==> config.mk <==
export PLATFORM = sky130hd
export DESIGN_NAME = bit_stream_period_run_detector
export DESIGN_NICKNAME = d
export VERILOG_FILES = /design/src/rtl/bspr_pkg.sv /design/src/rtl/bit_stream_period_run_detector.sv
export SDC_FILE = /design/constraint.sdc
export NUM_CORES = 2
export LEC_CHECK = 0
export CORE_MARGIN = 2
export CORE_UTILIZATION = 57
export CTS_CLUSTER_SIZE = 10
export DETAILED_ROUTE_END_ITERATION = 6
export DONT_BUFFER_PORTS = 1
export PLACE_DENSITY = 0.81
export SETUP_SLACK_MARGIN = 0.5
export SLEW_MARGIN = 20
export SYNTH_ARGS = -nofsm -noshare
export SYNTH_HDL_FRONTEND = slang
export SYNTH_SLANG_ARGS = --single-unit
export TNS_END_PERCENT = 100
==> constraint.sdc <==
create_clock -name clk -period 8.8 [get_ports clk]
set_input_delay 1.76 -clock clk [delete_from_list [all_inputs] [get_ports clk]]
set_output_delay 1.76 -clock clk [all_outputs]
set_load 0.03 [all_outputs]
==> src/rtl/bspr_pkg.sv <==
// ----------------------------------------------------------------------------
// bspr_pkg
// Types and fixed widths for the bit stream period run detector: the input
// beat, the result beat and the configuration register.
// ----------------------------------------------------------------------------
package bspr_pkg;

    localparam int CFG_W    = 7;
    localparam int PERIOD_W = 7;
    localparam int OUT_W    = 32;

    localparam logic [CFG_W-1:0] CFG_RESET = 7'd64;

    typedef struct packed {
        logic data_bit;
        logic end_of_stream;
    } item_t;

    typedef struct packed {
        logic [OUT_W-1:0]    start_position;
        logic [PERIOD_W-1:0] period;
        logic [OUT_W-1:0]    block_length;
        logic                last_of_item;
    } result_t;

endpackage

==> src/rtl/bit_stream_period_run_detector.sv <==
// ----------------------------------------------------------------------------
// bit_stream_period_run_detector
// Compares each incoming bit with the bit one period back for every active
// period, keeps a saturating run counter per period and reports finished
// repeating blocks as (start, period, length).
// ----------------------------------------------------------------------------
//  channel  | dir | signals                            | beat
//  item     | in  | item_valid, item_ready, item       | one stream bit + end mark
//  result   | out | result_valid, result_ready, result | one reported block
//  cfg      | in  | cfg_valid, cfg_ready, cfg_data     | periods_in_use write
//
//  A bit passes through accept, a walk over the active periods (one shared unit, one
//  period per cycle unless a report stalls it, behind a registered counter read) and a
//  finish step. end_of_stream adds a flush walk over the same periods.
//  item_ready is high only in idle. A report that finds the output register and
//  the waiting slot both full holds the walk; the finish step waits for the output.
//  Reset is asynchronous and clears control state and the counter valid bits.
// ----------------------------------------------------------------------------
module bit_stream_period_run_detector #(
    parameter int MAX_PERIOD = 64,
    parameter int COUNT_BITS = 32
) (
    input  logic                   clk,
    input  logic                   rst_n,
    input  logic                   item_valid,
    output logic                   item_ready,
    input  bspr_pkg::item_t        item,
    output logic                   result_valid,
    input  logic                   result_ready,
    output bspr_pkg::result_t      result,
    input  logic                   cfg_valid,
    output logic                   cfg_ready,
    input  logic [bspr_pkg::CFG_W-1:0] cfg_data
);
    import bspr_pkg::*;

    localparam int IDX_W = (MAX_PERIOD > 1) ? $clog2(MAX_PERIOD) : 1;
    localparam int CW    = $clog2(MAX_PERIOD + 2);
    localparam logic [COUNT_BITS-1:0] COUNT_MAX = {COUNT_BITS{1'b1}};

    typedef enum logic [1:0] {
        ST_IDLE,
        ST_CMP,
        ST_FLUSH,
        ST_FIN
    } state_t;

    state_t                  state_reg;
    logic [CFG_W-1:0]        cfg_reg;
    logic [MAX_PERIOD-1:0]   hist_reg;
    logic [COUNT_BITS-1:0]   pos_reg;
    logic [COUNT_BITS-1:0]   here_reg;
    logic [CW-1:0]           active_reg;
    logic                    bit_reg;
    logic                    eos_reg;
    logic [CW-1:0]           rd_p_reg;
    logic                    ex_valid_reg;
    logic [CW-1:0]           ex_p_reg;
    logic [MAX_PERIOD-1:0]   cnt_vld_reg;
    logic [COUNT_BITS-1:0]   rdata_reg;

    logic                    pend_valid_reg;
    logic [COUNT_BITS:0]     pend_span_reg;
    logic [COUNT_BITS-1:0]   pend_at_reg;
    logic [CW-1:0]           pend_p_reg;

    logic                    out_valid_reg;
    result_t                 out_reg;

    logic [COUNT_BITS-1:0]   cnt_mem [MAX_PERIOD];

    // ------------------------------------------------------------------
    // combinational helpers
    // ------------------------------------------------------------------
    logic [CFG_W-1:0]      lim;
    logic [CW-1:0]         active_new;
    logic                  in_pass;
    logic                  rd_go;
    logic [IDX_W-1:0]      rd_idx;
    logic [IDX_W-1:0]      ex_idx;
    logic [COUNT_BITS-1:0] cnt_cur;
    logic                  match;
    logic                  report;
    logic [COUNT_BITS:0]   span;
    logic [COUNT_BITS-1:0] at_pos;
    logic                  out_free;
    logic                  stall;
    logic                  adv;
    logic                  wr_en;
    logic [COUNT_BITS-1:0] wr_data;
    logic                  pass_done;
    logic                  out_load;
    result_t               pend_res;

    always_comb
    begin
        if (cfg_reg == '0)
            lim = CFG_W'(1);
        else if ({1'b0, cfg_reg} > (CFG_W+1)'(MAX_PERIOD))
            lim = CFG_W'(MAX_PERIOD);
        else
            lim = cfg_reg;

        if (pos_reg < COUNT_BITS'(lim))
            active_new = CW'(pos_reg);
        else
            active_new = CW'(lim);
    end

    assign in_pass = (state_reg == ST_CMP) || (state_reg == ST_FLUSH);
    assign rd_go   = in_pass && (rd_p_reg <= active_reg) && (rd_p_reg != '0);
    assign rd_idx  = IDX_W'(rd_p_reg - CW'(1));
    assign ex_idx  = IDX_W'(ex_p_reg - CW'(1));

    assign cnt_cur = cnt_vld_reg[ex_idx] ? rdata_reg : '0;
    assign match   = (hist_reg[ex_idx] == bit_reg);
    assign report  = ex_valid_reg && ((state_reg == ST_FLUSH) || !match)
                     && (cnt_cur >= COUNT_BITS'(ex_p_reg));
    assign span    = {1'b0, cnt_cur} + (COUNT_BITS+1)'(ex_p_reg);
    assign at_pos  = (state_reg == ST_FLUSH) ? pos_reg : here_reg;

    assign out_free = !out_valid_reg || result_ready;
    assign stall    = report && pend_valid_reg && !out_free;
    assign adv      = in_pass && !stall;
    assign pass_done = in_pass && !rd_go && !ex_valid_reg;

    // the waiting report moves to the output when a new one arrives or at finish
    assign out_load = (adv && report && pend_valid_reg)
                   || ((state_reg == ST_FIN) && pend_valid_reg && out_free);

    // counter write-back, compare pass only; the flush clears all valid bits
    assign wr_en   = adv && ex_valid_reg && (state_reg == ST_CMP);
    assign wr_data = !match ? '0
                   : (cnt_cur == COUNT_MAX) ? cnt_cur : cnt_cur + COUNT_BITS'(1);

    // waiting report -> result beat
    always_comb
    begin
        pend_res = '0;
        if (pend_span_reg > {1'b0, pend_at_reg})
            pend_res.start_position = '0;
        else
            pend_res.start_position = OUT_W'(pend_at_reg - pend_span_reg[COUNT_BITS-1:0]);
        pend_res.period = PERIOD_W'(pend_p_reg);
        if (pend_span_reg[COUNT_BITS])
            pend_res.block_length = OUT_W'(COUNT_MAX);
        else
            pend_res.block_length = OUT_W'(pend_span_reg[COUNT_BITS-1:0]);
        pend_res.last_of_item = (state_reg == ST_FIN);
    end

    // ------------------------------------------------------------------
    // counter memory
    // ------------------------------------------------------------------
    always_ff @(posedge clk)
    begin
        if (wr_en)
            cnt_mem[ex_idx] <= wr_data;
        if (adv && rd_go)
            rdata_reg <= cnt_mem[rd_idx];
    end

    // ------------------------------------------------------------------
    // sequencer, state and outputs
    // ------------------------------------------------------------------
    always_ff @(posedge clk or negedge rst_n)
    begin
        if (!rst_n)
        begin
            state_reg      <= ST_IDLE;
            cfg_reg        <= CFG_RESET;
            hist_reg       <= '0;
            pos_reg        <= '0;
            here_reg       <= '0;
            active_reg     <= '0;
            bit_reg        <= 1'b0;
            eos_reg        <= 1'b0;
            rd_p_reg       <= '0;
            ex_valid_reg   <= 1'b0;
            ex_p_reg       <= '0;
            cnt_vld_reg    <= '0;
            pend_valid_reg <= 1'b0;
            pend_span_reg  <= '0;
            pend_at_reg    <= '0;
            pend_p_reg     <= '0;
            out_valid_reg  <= 1'b0;
            out_reg        <= '0;
        end
        else
        begin
            if (cfg_valid)
                cfg_reg <= cfg_data;

            if (out_load)
            begin
                out_reg       <= pend_res;
                out_valid_reg <= 1'b1;
            end
            else if (result_ready)
                out_valid_reg <= 1'b0;

            case (state_reg)
                ST_IDLE:
                begin
                    if (item_valid)
                    begin
                        bit_reg    <= item.data_bit;
                        eos_reg    <= item.end_of_stream;
                        here_reg   <= pos_reg;
                        active_reg <= active_new;
                        if (pos_reg != COUNT_MAX)
                            pos_reg <= pos_reg + COUNT_BITS'(1);
                        rd_p_reg   <= CW'(1);
                        state_reg  <= ST_CMP;
                    end
                end

                ST_CMP, ST_FLUSH:
                begin
                    if (adv)
                    begin
                        ex_valid_reg <= rd_go;
                        ex_p_reg     <= rd_p_reg;
                        if (rd_go)
                            rd_p_reg <= rd_p_reg + CW'(1);
                        if (wr_en)
                            cnt_vld_reg[ex_idx] <= 1'b1;
                        if (report)
                        begin
                            // a new report pushes the waiting one out, not last
                            pend_valid_reg <= 1'b1;
                            pend_span_reg  <= span;
                            pend_at_reg    <= at_pos;
                            pend_p_reg     <= ex_p_reg;
                        end
                    end

                    if (pass_done)
                    begin
                        rd_p_reg <= CW'(1);
                        if (state_reg == ST_CMP)
                        begin
                            hist_reg <= MAX_PERIOD'({hist_reg, bit_reg});
                            state_reg <= eos_reg ? ST_FLUSH : ST_FIN;
                        end
                        else
                        begin
                            hist_reg    <= '0;
                            pos_reg     <= '0;
                            cnt_vld_reg <= '0;
                            state_reg   <= ST_FIN;
                        end
                    end
                end

                ST_FIN:
                begin
                    if (!pend_valid_reg)
                        state_reg <= ST_IDLE;
                    else if (out_free)
                    begin
                        pend_valid_reg <= 1'b0;
                        state_reg      <= ST_IDLE;
                    end
                end

                default:
                begin
                    state_reg <= ST_IDLE;
                end
            endcase
        end
    end

    assign item_ready   = (state_reg == ST_IDLE);
    assign cfg_ready    = 1'b1;
    assign result_valid = out_valid_reg;
    assign result       = out_reg;

`ifndef NO_ASSERTIONS
    // nothing of the previous bit may still be in flight when a new one is taken
    a_idle_clean: assert property (@(posedge clk) disable iff (!rst_n)
        item_ready |-> (!pend_valid_reg && !ex_valid_reg))
        else $error("item_ready with work still pending");

    // the shared unit only ever works on an active period
    a_ex_range: assert property (@(posedge clk) disable iff (!rst_n)
        ex_valid_reg |-> ((ex_p_reg != '0) && (ex_p_reg <= active_reg)))
        else $error("period out of active range");

    // after the flush walk the stream state is back at reset
    a_flush_clear: assert property (@(posedge clk) disable iff (!rst_n)
        (state_reg == ST_FIN && eos_reg) |-> (pos_reg == '0 && cnt_vld_reg == '0))
        else $error("stream state not cleared after end of stream");

    // the last beat of an item only leaves from the finish step
    a_last_from_fin: assert property (@(posedge clk) disable iff (!rst_n)
        $rose(out_valid_reg) && out_reg.last_of_item |-> $past(state_reg == ST_FIN))
        else $error("last_of_item set outside finish step");
`endif

endmodule
==> qor.txt <==
Place WS: 1.47 ns
Mapped Cells: 5344
GP Congestion: 0.965
RSZ-0062 raised after global routing: false
Critical path arrival: 8.10 ns
Hold-fix buffers, CTS: 0
Crit start category: flop
Layout cell share with drive strength beyond 1: 24.9%
CP Buf/Inv Count: 3
Port Buf Inserts: 0
Placeable Area: 174000 sq um
Top delay family on crit path: simple AND/OR/NAND/NOR gates
Setup ws final: 1.28 ns
F_max: 133 MHz
Avg WL per Cell: 36.0 microns
#FFs+latches synth: 2451
Worst R2R Setup Slack: 1.28 ns
Largest net degree at the start of global routing: 372
Final Instance Area: 112000 sq um
Endpoints failing setup: 0
Worst-path maximum fanout: 28
Post-Syn Nets: 5460
Worst slew margin: -11.5%
DIE AREA: 179000 sq um
Yosys top cell by area: edfxtp_1
Worst Setup End Kind: flop
Worst-path clk slew: 0.06 ns
Final Hold Viols: 0
Post-CTS resize count: 0
Sequential area share after synthesis: 71.8%
Syn. warnings: 0
DRT met1 WL: 94500 microns
Area Overhead vs Synth: 11.9%
Mapped cell area: 99900 sq um
Nets: 5608
Slew Limit Fails: 134
CP required: 9.38 ns
Pwr per Cell Area: 431 nW/um^2
Global-route wire length before repair: 408000 microns
Met2 wire length: 137000 microns
Met3 WL: 33800 microns
Total gr overflow: 0
Fill cells: 10800
Library cells used by synthesis: 87
Post-CTS Setup Inserts: 0
Leak: 0.0377 uW
Outcome: finished with violations
DR pass1 iterations: 7
Post-synth top area share: 62.5%
IO Pins: 89
Starting Density: 57.4%
Final worst path period need: 7.52 ns
Largest cells by area after synthesis: edfxtp_1 (62%), mux4_2 (16%), dfrtp_1 (9.3%), nand2_1 (1.3%), ha_1 (1.3%)
MaxCap Viol Count: 0
Num CTS Buffers: 298
Worst path max stage delay: 1.07 ns
Setup TNS: 0 ns
Placed wire-length estimate: 158000 microns
Failing checks: max-slew violations
Dominant synthesized flop cell: edfxtp_1
Top routing layer in use: met5
Row cnt: 153
Clock tree buffer depth: 4
Die width: 423 microns
Mean post-synth cell area: 18.7 sq um
Placed Area: 104000 sq um
Die H: 423 microns
Drt total wl: 284000 microns
Most common cell in the synthesized netlist: edfxtp_1
CP dominant cell by count: a21o_1
Top reg by flops: cnt_mem
Via density per instance: 6.96
Worst vdd ir: 0.627 mV
Period Utilization, post-route: 85.5%
Initial antenna violation count: 22
DRT iter0 DRCs: 8975
Post-DRT Antenna Nets: 0
TritonCTS clock tree: yes
Vias: 54900
Vias in the first global route: 55000
EDFF count, synth: 2080
Gr usage total: 32.0%
Type of the worst setup path: flop to flop
Htree depth: 5
Worst path slowest cell: ha_1
# clock sinks: 2451
Hold crit path type: flop to flop
Max FFs per register: 2048
Clock Skew: 0.0688 ns
Post-synth ARST share: 15.1%
DRC viols: 0
Crit path cell chain: inv_1, ha_1, buf_4, mux4_2, mux2i_1, a32o_1, a211oi_2, and2_1, nand2_1, ha_1, nand2b_1, a21o_1, a21o_1, a21o_1, a21o_1, a21oi_1, o221ai_2, nand3_2, nand2_2, nor2_4, buf_4
Worst Max-Slew Pin Slew: 1.67 ns
Clock root buffer: clkbuf_16
Clock Latency Late Sink: 0.92 ns
Commonest cells in the synthesized netlist: edfxtp_1 (2080), mux4_2 (690), dfrtp_1 (370), nand2_1 (336), nor2_1 (308)
[stage by stage]
| stage | hold WS (ns) | std cells | power (uW) | utilization [%] |
|---|---|---|---|---|
| after floorplan | 0.445 | 5344 | 28400 | - |
| after global placement | 0.462 | 7511 | 35900 | 59.6 |
| after detailed placement | 0.468 | 7511 | 36400 | 59.6 |
| after CTS | 0.481 | 7872 | 47500 | 64.2 |
| after global routing | 0.503 | 7880 | 49000 | 64.3 |
| final | 0.478 | 7885 | 48200 | 64.3 |
[layout make-up]
type                            count  area (sq um)  share of cell area (%)
Clock inverter                     14           149                   0.133
Inverter                          110           413                   0.369
Antenna cell                        7          17.5                  0.0157
Timing Repair Buffer              157          1390                    1.24
Multi-Input combinational cell   2474         27400                    24.5
Sequential cell                  2451         71800                    64.2
Tap cell                         2325          2910                    2.60
Clock buffer                      347          7760                    6.94
[report_power, final]
group / internal (uW) / switching [uW] / leakage [uW] / total [uW]
Clock: 6160 / 4510 / 0.00387 / 10700
Combinational: 6470 / 13700 / 0.00974 / 20200
Sequential: 16300 / 1010 / 0.0241 / 17300
Total: 28900 / 19200 / 0.0377 / 48200
[final timing paths]
kind                                        end         start  cells after the start
worst max-delay path            cnt_mem[62][22]   ex_p_reg[1]                     21
worst min-delay path               here_reg[31]  here_reg[31]                      2
worst max register to register  cnt_mem[62][22]   ex_p_reg[1]                     21
worst min register to register     here_reg[31]  here_reg[31]                      2
max in group asynchronous           rd_p_reg[0]         rst_n                      0
min in group asynchronous            result[41]         rst_n                      0
[cells in the final DEF, fill, tap and decap left out, types with 8 or more instances in the layout]
| master | count |
|---|---|
| o21ai_0 | 181 |
| xnor2_1 | 75 |
| a21oi_1 | 100 |
| a2111oi_0 | 8 |
| or4_1 | 9 |
| o31ai_1 | 40 |
| or2_2 | 12 |
| nor2b_1 | 8 |
| a21o_1 | 30 |
| mux4_2 | 690 |
| nand2_2 | 8 |
| inv_1 | 109 |
| or3_1 | 19 |
| mux2_2 | 60 |
| o21bai_1 | 10 |
| nand2b_1 | 10 |
| and4_1 | 13 |
| buf_4 | 142 |
| dfrtp_1 | 368 |
| o21a_1 | 12 |
| edfxtp_1 | 2080 |
| xor2_1 | 36 |
| mux2i_1 | 46 |
| nor3_1 | 27 |
| ha_1 | 97 |
| and2_1 | 15 |
| and3_1 | 27 |
| nor2_1 | 216 |
| nand2_1 | 336 |
| buf_12 | 12 |
| clkbuf_16 | 302 |
| a211oi_1 | 25 |
| o211ai_1 | 15 |
| nand4_1 | 35 |
| nor2_4 | 92 |
| nor4_1 | 17 |
| clkbuf_1 | 42 |
| nand3_1 | 44 |
| a31oi_1 | 65 |
[layer usage]
layer  GRT usage, %  vias to the layer above
li1               -                    21500
met2           50.5                     4297
met5              0                        -
met1           41.0                    28200
met4           18.1                       16
met3           8.01                      840
[worst min-delay path, stage by stage, from the launching register on]
cell	delay, ns
dfrtp_1	0.34
nand2_1	0.05
o21ai_0	0.06
[cells by family after synthesis]
family	synth area share [%]
and+or+nand+nor	4.16
AOI/OAI and AO/OA	3.36
buffers and inverters	1.67
other	0.00375
adders and majority gates	1.29
muxes	16.7
DFF	71.8
xor gates and xnor gates	1.04
(Power assumes the default switching activity.)
